<file path="src/hw/rtl/sgr_pkg.sv">
// types, constants and color tables for the ansi sgr foreground color decoder
// depends on nothing; imported by sgr_decode, ansi_sgr_color_decoder_unit and the testbench
package sgr_pkg;

    // one sgr parameter item
    typedef struct packed {
        logic [15:0] param_value;
        logic        seq_start;
    } sgr_item_t;

    // one color change item
    typedef struct packed {
        logic       change_kind;
        logic [7:0] red;
        logic [7:0] green;
        logic [7:0] blue;
        logic [1:0] swatch_slot;
    } sgr_result_t;

    // what the next parameter is expected to be
    typedef enum logic [5:0] {
        MODE_CTRL   = 6'b000001,
        MODE_FGTYPE = 6'b000010,
        MODE_IDX    = 6'b000100,
        MODE_RED    = 6'b001000,
        MODE_GREEN  = 6'b010000,
        MODE_BLUE   = 6'b100000
    } sgr_mode_t;

    localparam logic CHANGE_RGB    = 1'b0;
    localparam logic CHANGE_SWATCH = 1'b1;

    localparam logic [15:0] SGR_RESET     = 16'd0;
    localparam logic [15:0] SGR_FG_EXT    = 16'd38;
    localparam logic [15:0] SGR_FG_DEF    = 16'd39;
    localparam logic [15:0] SGR_DARK_LO   = 16'd30;
    localparam logic [15:0] SGR_DARK_HI   = 16'd37;
    localparam logic [15:0] SGR_LIGHT_LO  = 16'd90;
    localparam logic [15:0] SGR_LIGHT_HI  = 16'd97;
    localparam logic [15:0] SGR_SWATCH_LO = 16'd110;
    localparam logic [15:0] SGR_SWATCH_HI = 16'd113;
    localparam logic [15:0] EXT_TYPE_RGB  = 16'd2;
    localparam logic [15:0] EXT_TYPE_IDX  = 16'd5;

    localparam logic [7:0] IDX_CUBE_BASE = 8'd16;
    localparam logic [7:0] IDX_GREY_BASE = 8'd232;

    // {red, green, blue}
    function automatic logic [23:0] dark_color(input logic [2:0] idx);
        logic [23:0] c;
        case (idx)
            3'd0:    c = {8'd0,   8'd0,   8'd0};
            3'd1:    c = {8'd205, 8'd49,  8'd49};
            3'd2:    c = {8'd13,  8'd188, 8'd121};
            3'd3:    c = {8'd229, 8'd229, 8'd16};
            3'd4:    c = {8'd36,  8'd114, 8'd200};
            3'd5:    c = {8'd188, 8'd63,  8'd188};
            3'd6:    c = {8'd17,  8'd168, 8'd205};
            default: c = {8'd229, 8'd229, 8'd229};
        endcase
        return c;
    endfunction

    function automatic logic [23:0] light_color(input logic [2:0] idx);
        logic [23:0] c;
        case (idx)
            3'd0:    c = {8'd102, 8'd102, 8'd102};
            3'd1:    c = {8'd241, 8'd76,  8'd76};
            3'd2:    c = {8'd35,  8'd209, 8'd139};
            3'd3:    c = {8'd245, 8'd245, 8'd67};
            3'd4:    c = {8'd59,  8'd142, 8'd234};
            3'd5:    c = {8'd214, 8'd112, 8'd214};
            3'd6:    c = {8'd41,  8'd184, 8'd219};
            default: c = {8'd255, 8'd255, 8'd255};
        endcase
        return c;
    endfunction

    // cube level 0..5 scaled by 51
    function automatic logic [7:0] cube_level(input logic [2:0] lvl);
        logic [7:0] c;
        case (lvl)
            3'd0:    c = 8'd0;
            3'd1:    c = 8'd51;
            3'd2:    c = 8'd102;
            3'd3:    c = 8'd153;
            3'd4:    c = 8'd204;
            3'd5:    c = 8'd255;
            default: c = 8'd0;
        endcase
        return c;
    endfunction

endpackage

</file>
<file path="src/hw/rtl/sgr_decode.sv">
// sgr parameter decoder: expected-parameter state, held components, color lookup
// depends on sgr_pkg
module sgr_decode
    import sgr_pkg::*;
(
    input  logic        clk,
    input  logic        rst_n,
    input  logic        fire,
    input  sgr_item_t   item,
    output logic        has_result,
    output sgr_result_t result
);

    sgr_mode_t  mode_reg, mode_next, mode_eff;
    logic [7:0] held_red_reg, held_red_next;
    logic [7:0] held_green_reg, held_green_next;

    logic [15:0] v;
    logic [7:0]  v8;
    logic        is_byte;

    // 256-color index path
    logic [7:0]  cube_c;
    logic [13:0] prod36;
    logic [15:0] prod6;
    logic [2:0]  q36;
    logic [5:0]  q6;
    logic [5:0]  g_lvl;
    logic [7:0]  b_lvl;
    logic [4:0]  grey_off;
    logic [7:0]  grey;
    logic [23:0] idx_rgb;
    logic        idx_ok;

    assign v       = item.param_value;
    assign v8      = v[7:0];
    assign is_byte = (v[15:8] == 8'd0);

    // c/36 as (c*57)>>11 and c/6 as (c*171)>>10, exact for c below 216
    assign cube_c   = v8 - IDX_CUBE_BASE;
    assign prod36   = 14'(cube_c) * 14'd57;
    assign prod6    = 16'(cube_c) * 16'd171;
    assign q36      = prod36[13:11];
    assign q6       = prod6[15:10];
    assign g_lvl    = q6 - ((6'(q36) << 2) + (6'(q36) << 1));
    assign b_lvl    = cube_c - ((8'(q6) << 2) + (8'(q6) << 1));
    assign grey_off = 5'(v8 - IDX_GREY_BASE);
    assign grey     = ((8'(grey_off) << 3) + (8'(grey_off) << 1)) + 8'd8;

    always_comb
    begin
        idx_ok  = is_byte;
        idx_rgb = '0;
        if (v8 < 8'd8)
        begin
            idx_rgb = dark_color(v8[2:0]);
        end
        else if (v8 < 8'd16)
        begin
            idx_rgb = light_color(v8[2:0]);
        end
        else if (v8 < IDX_GREY_BASE)
        begin
            idx_rgb = {cube_level(q36), cube_level(g_lvl[2:0]), cube_level(b_lvl[2:0])};
        end
        else
        begin
            idx_rgb = {grey, grey, grey};
        end
    end

    assign mode_eff = item.seq_start ? MODE_CTRL : mode_reg;

    always_comb
    begin
        mode_next       = mode_reg;
        held_red_next   = held_red_reg;
        held_green_next = held_green_reg;
        has_result      = 1'b0;
        result          = '0;
        if (fire)
        begin
            mode_next = MODE_CTRL;
        end
        case (mode_eff)
            MODE_FGTYPE:
            begin
                if (fire && v == EXT_TYPE_RGB)
                begin
                    mode_next = MODE_RED;
                end
                else if (fire && v == EXT_TYPE_IDX)
                begin
                    mode_next = MODE_IDX;
                end
            end
            MODE_IDX:
            begin
                has_result                          = idx_ok;
                result.change_kind                  = CHANGE_RGB;
                {result.red, result.green, result.blue} = idx_rgb;
            end
            MODE_RED:
            begin
                if (fire && is_byte)
                begin
                    held_red_next = v8;
                    mode_next     = MODE_GREEN;
                end
            end
            MODE_GREEN:
            begin
                if (fire && is_byte)
                begin
                    held_green_next = v8;
                    mode_next       = MODE_BLUE;
                end
            end
            MODE_BLUE:
            begin
                has_result         = is_byte;
                result.change_kind = CHANGE_RGB;
                result.red         = held_red_reg;
                result.green       = held_green_reg;
                result.blue        = v8;
            end
            default:
            begin
                // control type, also covers illegal mode codes
                if (v == SGR_RESET || v == SGR_FG_DEF)
                begin
                    has_result         = 1'b1;
                    result.change_kind = CHANGE_SWATCH;
                    result.swatch_slot = 2'd0;
                end
                else if (v >= SGR_DARK_LO && v <= SGR_DARK_HI)
                begin
                    has_result = 1'b1;
                    {result.red, result.green, result.blue} = dark_color(v8[2:0] - 3'd6);
                end
                else if (v >= SGR_LIGHT_LO && v <= SGR_LIGHT_HI)
                begin
                    has_result = 1'b1;
                    {result.red, result.green, result.blue} = light_color(v8[2:0] - 3'd2);
                end
                else if (v >= SGR_SWATCH_LO && v <= SGR_SWATCH_HI)
                begin
                    has_result         = 1'b1;
                    result.change_kind = CHANGE_SWATCH;
                    result.swatch_slot = v8[1:0] - 2'd2;
                end
                else if (fire && v == SGR_FG_EXT)
                begin
                    mode_next = MODE_FGTYPE;
                end
            end
        endcase
    end

    always_ff @(posedge clk or negedge rst_n)
    begin
        if (!rst_n)
        begin
            mode_reg       <= MODE_CTRL;
            held_red_reg   <= '0;
            held_green_reg <= '0;
        end
        else
        begin
            mode_reg       <= mode_next;
            held_red_reg   <= held_red_next;
            held_green_reg <= held_green_next;
        end
    end

endmodule

</file>
<file path="src/hw/rtl/ansi_sgr_color_decoder_unit.sv">
// top level of the ansi sgr foreground color decoder: input register, decoder, result register
// depends on sgr_pkg and sgr_decode
//
// Decodes a stream of numeric SGR parameters, one item per cycle, into foreground
// color changes (RGB from the 16-entry palette, the 6x6x6 cube, the grey ramp or a
// 38;2;r;g;b triple, or a swatch slot for 0, 39 and 110..113). An item flagged with
// seq_start returns the decoder to the control-type state before it is decoded.
// Each item gives zero or one result. Throughput is one item per cycle with no
// bubbles while result_stall is low; a result passes the input register, then the
// result register, before it shows on the output. The input register stalls only
// while it holds an item and the result register is full and stalled, so the
// output stall reaches item_stall through one gate.
module ansi_sgr_color_decoder_unit
    import sgr_pkg::*;
(
    input  logic        clk,
    input  logic        rst_n,
    input  logic        item_valid,
    output logic        item_stall,
    input  sgr_item_t   item,
    output logic        result_valid,
    input  logic        result_stall,
    output sgr_result_t result
);

    // input stage
    logic        s1_valid_reg, s1_valid_next;
    sgr_item_t   s1_item_reg;
    logic        s1_fire;
    logic        in_accept;

    // decoder outputs
    logic        dec_has_result;
    sgr_result_t dec_result;

    // result stage
    logic        out_valid_reg, out_valid_next;
    sgr_result_t out_item_reg;
    logic        out_free;

    // result register can take a new item this cycle
    assign out_free   = !out_valid_reg || !result_stall;
    assign s1_fire    = s1_valid_reg && out_free;
    assign item_stall = s1_valid_reg && !out_free;
    assign in_accept  = item_valid && !item_stall;

    always_comb
    begin
        s1_valid_next = s1_valid_reg;
        if (in_accept)
        begin
            s1_valid_next = 1'b1;
        end
        else if (s1_fire)
        begin
            s1_valid_next = 1'b0;
        end
    end

    always_ff @(posedge clk or negedge rst_n)
    begin
        if (!rst_n)
        begin
            s1_valid_reg <= 1'b0;
        end
        else
        begin
            s1_valid_reg <= s1_valid_next;
        end
    end

    // payload only, no reset
    always_ff @(posedge clk)
    begin
        if (in_accept)
        begin
            s1_item_reg <= item;
        end
    end

    // mode and held components advance only when the item leaves the input stage
    sgr_decode u_decode (
        .clk        (clk),
        .rst_n      (rst_n),
        .fire       (s1_fire),
        .item       (s1_item_reg),
        .has_result (dec_has_result),
        .result     (dec_result)
    );

    always_comb
    begin
        out_valid_next = out_valid_reg;
        if (s1_fire)
        begin
            out_valid_next = dec_has_result;
        end
        else if (!result_stall)
        begin
            out_valid_next = 1'b0;
        end
    end

    always_ff @(posedge clk or negedge rst_n)
    begin
        if (!rst_n)
        begin
            out_valid_reg <= 1'b0;
        end
        else
        begin
            out_valid_reg <= out_valid_next;
        end
    end

    always_ff @(posedge clk)
    begin
        if (s1_fire && dec_has_result)
        begin
            out_item_reg <= dec_result;
        end
    end

    assign result_valid = out_valid_reg;
    assign result       = out_item_reg;

`ifndef SYNTHESIS
    // the input side only stalls when an item is parked in the input stage
    a_stall_needs_item: assert property (@(posedge clk) disable iff (!rst_n)
        item_stall |-> s1_valid_reg)
        else $error("item_stall without a held item");

    // a swatch change carries no color, an rgb change carries slot 0
    a_result_shape: assert property (@(posedge clk) disable iff (!rst_n)
        result_valid |-> ((result.change_kind == CHANGE_SWATCH)
            ? ({result.red, result.green, result.blue} == 24'd0)
            : (result.swatch_slot == 2'd0)))
        else $error("result fields inconsistent with change kind");

    // a new result appears only after an item left the input stage
    a_result_source: assert property (@(posedge clk) disable iff (!rst_n)
        $rose(result_valid) |-> $past(s1_fire))
        else $error("result without a decoded item");
`endif

endmodule

</file>
<file path="config.mk">
export PLATFORM = sky130hd
export DESIGN_NAME = ansi_sgr_color_decoder_unit
export DESIGN_NICKNAME = d
export VERILOG_FILES = /design/src/hw/rtl/sgr_pkg.sv /design/src/hw/rtl/sgr_decode.sv /design/src/hw/rtl/ansi_sgr_color_decoder_unit.sv
export SDC_FILE = /design/constraint.sdc
export NUM_CORES = 1
export LEC_CHECK = 0
export ABC_AREA = 1
export BUFFER_PORTS_ARGS = -buffer_cell sky130_fd_sc_hd__buf_2
export CORE_AREA = 2 2 127 129
export CTS_BUF_LIST = sky130_fd_sc_hd__clkbuf_16
export DETAILED_ROUTE_END_ITERATION = 6
export DIE_AREA = 0 0 129 131
export HOLD_SLACK_MARGIN = 0.02
export PLACE_DENSITY_LB_ADDON = 0.25
export SLEW_MARGIN = 20
export SYNTH_ARGS = -nofsm -noshare
export SYNTH_HDL_FRONTEND = slang
export SYNTH_SLANG_ARGS = --single-unit
</file>
<file path="constraint.sdc">
create_clock -name clk -period 7.2 [get_ports clk]
set_input_delay 0.72 -clock clk [delete_from_list [all_inputs] [get_ports clk]]
set_output_delay 0.72 -clock clk [all_outputs]
set_load 0.02 [all_outputs]
</file>
Yosys cells after proc, flatten, opt, wreduce, memory -nomap -nowiden
Cells that the tools add are included.
{ "word_totals": {"register_bits": 68, "wordCells": 144, "out_inout_bits": 29, "in_bits": 21} }
{ "op_classes": {"n_eq_ne": 43, "bitwise": 1, "addsub": 11, "multipliers": 2, "n_lt_le_gt_ge": 9, "n_mux": 38, "reduce_logical": 28} }
{ "ops": {"columns": ["op", "count"], "rows": [
  ["$pmux W24 S7", 4],
  ["$mux W24", 6],
  ["$pmux W8 S5", 3],
  ["$pmux W25 S3", 1],
  ["$mux W6", 11],
  ["$eq A3 B3 Y1 const B", 15],
  ["$eq A3 B2 Y1 const B", 12],
  ["$eq A16 B6 Y1 const B", 2],
  ["$ge A16 B7 Y1 const B", 2],
  ["$le A16 B7 Y1 const B", 2],
  ["$pmux W6 S4", 1],
  ["$eq A3 B1 Y1 const B", 6],
  ["$eq A16 B2 Y1 const B", 1],
  ["$eq A16 B3 Y1 const B", 1],
  ["$ge A16 B5 Y1 const B", 1],
  ["$le A16 B6 Y1 const B", 1],
  ["$logic_not A16 Y1", 1],
  ["$mul A8 B6 Y14 const B", 1],
  ["$mul A8 B8 Y13 const B", 1],
  ["$logic_and A1 B1 Y1", 11],
  ["$mux W1", 11],
  ["$logic_not A3 Y1", 3],
  ["$reduce_or A9 Y1", 1],
  ["$add A8 B4 Y8 const B", 1],
  ["26 further kinds", 33]
]} }

Logic depth before layout (Yosys ltp)
{ "logic_depth": {"ltp_word": 10, "depth_mapped": 30, "depth_no_buf": 30} }

Modules after synthesis
Synthesis repeated with hierarchy kept, for this count alone.
{ "unflattened": {"hier_cells": 929, "hier_area_um2": 6905.4} }
{ "by_module_without_submodules": {"columns": ["mod", "n_inst", "seq_area_each_um2", "cells_per_inst", "area_per_inst_um2"], "rows": [
  ["sgr_decode", 1, 551.8, 870, 5482.8],
  ["ansi_sgr_color_decoder_unit", 1, 1371.3, 59, 1422.6]
]} }

Worst setup path after synthesis
OpenSTA, ideal clock, no wires.
{ "synth_path": {"kind": "flip-flop to flip-flop", "from": "reg s1_item_reg[3] (netlist bit)", "to": "reg out_item_reg (netlist bit result[6]) (data pin)", "arrival_ns": 4.855, "path_buffers": 2, "stages_incl_launch_ff": 30, "required_ns": 6.937, "slack_ns": 2.082, "setup_time_ns": 0.263, "path_cell_list": "edfxtp_1 > buf_2 > buf_1 > inv_1 > ha_1 > ha_1 > fa_1 > inv_1 > fa_1 > inv_1 > ha_1 > a21oi_1 > nor2_1 > nor2_1 > nand2_1 > nand2_1 > nand2_2 > ha_1 > xor2_1 > inv_1 > nand2_1 > nand2_1 > nand2_1 > nand3_1 > nand3_1 > nand3_1 > nand2_1 > nand2_1 > nand2_1 > nand3_1"} }
{ "synth_rtl": {"columns": ["item", "line", "rtl"], "rows": [
  ["start, declared", "ansi_sgr_color_decoder_unit.sv:28", "sgr_item_t s1_item_reg;"],
  ["start signal, assigned", "ansi_sgr_color_decoder_unit.sv:77", "s1_item_reg <= item;"],
  ["end signal, assigned", "ansi_sgr_color_decoder_unit.sv:120", "out_item_reg <= dec_result;"],
  ["end, declared", "ansi_sgr_color_decoder_unit.sv:38", "sgr_result_t out_item_reg;"]
]} }

==> results.json <==
{
  "cts.clk_slew.worst_paths_ps": 60,
  "drive_gt1_share_pct": 12.9,
  "ir_drop_mv": 0.140,
  "final_hold_viol_count": 0,
  "numCtsBuffers": 9,
  "max_stage_delay_ps": 600,
  "cts_root_buffer": "clkbuf_16",
  "cp.required_ps": 7280,
  "grt_use_met3_pct": 3.34,
  "max_freq_mhz": 176,
  "grt_max_degree": 28,
  "row_count": 46,
  "cap_viol_max_count": 0,
  "r2r-start": "s1_item_reg[5]",
  "netlist_top_cells_area": "edfxtp_1, ha_1, nand2_1",
  "instances_no_fill": 1173,
  "place_congestion": 0.976,
  "cts_buffer_depth": 2,
  "synth_cell_types": 56,
  "overflow": 0,
  "ant_nets": 0,
  "busiest_layer": "met2",
  "cts_tree": "done",
  "cts_htree_levels": 3,
  "viasPerCell": 5.38,
  "status": "finished clean",
  "cp-startpoint": "s1_item_reg[5]",
  "arrival_ps": 5750,
  "ys_seq_elements": 68,
  "pwr_density_cell_nw_per_um2": 255,
  "yosys_warnings": 0,
  "synth_most_common_cell": "nand2_1",
  "vias": 6308,
  "period_share_pct": 78.9,
  "fill_cells": 1573,
  "synth_area_per_cell_um2": 7.51,
  "grt_util_all_layers_pct": 25.4,
  "worst_slack_ps": 1520,
  "met1_usage_pct": 34.9,
  "synthArstFlopShare_pct": 35.3,
  "cp-start-kind": "flip-flop",
  "insertion_delay_ps": 340,
  "synth_area_leader_cell": "edfxtp_1",
  "drc": 0,
  "num_antenna_cells": 0,
  "cp_slowest_cell": "edfxtp_1",
  "portBuffers": 49,
  "grt_pass1_vias": 6117,
  "core-area_um2": 15600,
  "io-pin-count": 50,
  "syn_inst": 908,
  "tightest_slew_ps": 1040,
  "setup_violations": 0,
  "fin_crit_ps": 5680,
  "dieArea_um2": 16900,
  "dp_cells": 1157,
  "firstDrtPassIters": 6,
  "finalSetupTns_ps": 0,
  "antenna_found_initial": 0,
  "die_y_um": 131,
  "worstHoldPathType": "input port to asynchronous set/reset pin",
  "grt_setup_unrepaired": "false",
  "nets": 1071,
  "max-slew-margin-rel_pct": 30.4,
  "p_leak_nw": 3.65,
  "place_area_um2": 7270,
  "netlist_area_um2": 6820,
  "start_util_pct": 43.7,
  "finalMaxSlewViolations": 0,
  "cp_max_fo": 10,
  "area_delta_synth_final_pct": 11.1,
  "grt_pass1_wl_mm": 32.8,
  "hpwl_mm": 16.3,
  "synth-main-ff-cell": "edfxtp_1",
  "yosysSeqAreaShare_pct": 28.2,
  "wl_mm": 20.7,
  "largest_reg_flops": 27,
  "synth_edf_count": 44,
  "skew_ps": 6.88,
  "place_ws_ps": 1520,
  "die_x_um": 129,
  "initialDrtViolationCount": 571,
  "synth_top_area_share_pct": 19.4,
  "stdcell_area_um2": 7570,
  "crit_type": "flip-flop to flip-flop",
  "netlist_top_cells_count": "nand2_1, inv_1, nor2_1, nand3_1, ha_1",
  "grt_use_met2_pct": 41.3,
  "post-cts-setup-buffer-count": 0,
  "avgRoutedWirePerCell_um": 17.7,
  "cts_resized": 0,
  "syn-num-nets": 1027,
  "cts_hold_buf": 0,
  "cp_common_cell": "nand2_1",
  "crit_path_end_kind": "flip-flop",
  "cts_num_sinks": 68
}
cell families (layout without fill, tap and decap cells):
kind of cell / Yosys count / in the layout / synth area share (%)
simple gates: 431 / 431 / 27.8
fa+ha+maj: 98 / 98 / 20.3
xor+xnor: 13 / 13 / 1.67
flops: 68 / 68 / 28.2
compound gates: 128 / 128 / 12.1
buf+inv: 170 / 219 / 9.96
power by group:
part | internal (mW) | switching (mW) | leakage [nW]
Sequential | 0.422 | 0.00809 | 0.647
Combinational | 0.362 | 0.691 | 2.85
Clock | 0.274 | 0.177 | 0.153
critical path, delay by kind of cell (launching register included):
| family | cells | cell delay, ps |
|---|---|---|
| AND/OR/NAND/NOR | 13 | 1180 |
| XOR/XNOR | 2 | 510 |
| AO/OA/AOI/OAI | 2 | 250 |
| adder cells (fa/ha/maj) | 6 | 2230 |
| buffers and inverters | 5 | 630 |
| flip-flops | 1 | 600 |
metrics by stage:
| step | power (mW) | hold WS (ps) | util [%] |
|---|---|---|---|
| final | 1.93 | 394 | 48.6 |
| after global routing | 2.11 | 444 | 48.6 |
| after CTS | 1.92 | 413 | 48.6 |
| after detailed placement | 1.47 | 500 | 46.6 |
| after global placement | 1.46 | 504 | 46.6 |
| after floorplan | 1.23 | 424 | - |
placed cells by master (no fill, tap or decap), types with 21 or more instances in the layout:
master	n
o21ai_0	31
nand2_1	213
nor2_1	83
fa_1	21
ha_1	77
nand3_1	79
a21oi_1	37
dfrtp_1	23
edfxtp_1	44
inv_1	129
buf_2	49
worst paths after layout:
path | end | slack (ps) | depth (start not counted)
min reg2reg | flip-flop | 520 | 2
max | result[3] | 1520 | 28
max in group asynchronous | u_decode.mode_reg[3] | 6400 | 1
min in group clk | flip-flop | 520 | 2
min | u_decode.held_red_reg[0] | 390 | 1
max reg2reg | result[3] | 1520 | 28
metal layers:
metal | up-vias | share of wire, %
met5 | - | 0
met4 | 0 | 3.6
met3 | 53 | 6.8
met2 | 284 | 45
met1 | 2885 | 44
li1 | 3086 | -
area by class of cell:
cell class	count	area (um^2)	area share [%]
clock inverter	5	33.8	0.446
sequential	68	1920	25.4
tap	216	270	3.57
multi-input combinational	670	4220	55.7
timing repair buffer	55	290	3.83
clock buffer	11	275	3.63
inverter	148	561	7.40
Power figures use the tool's default switching activity.
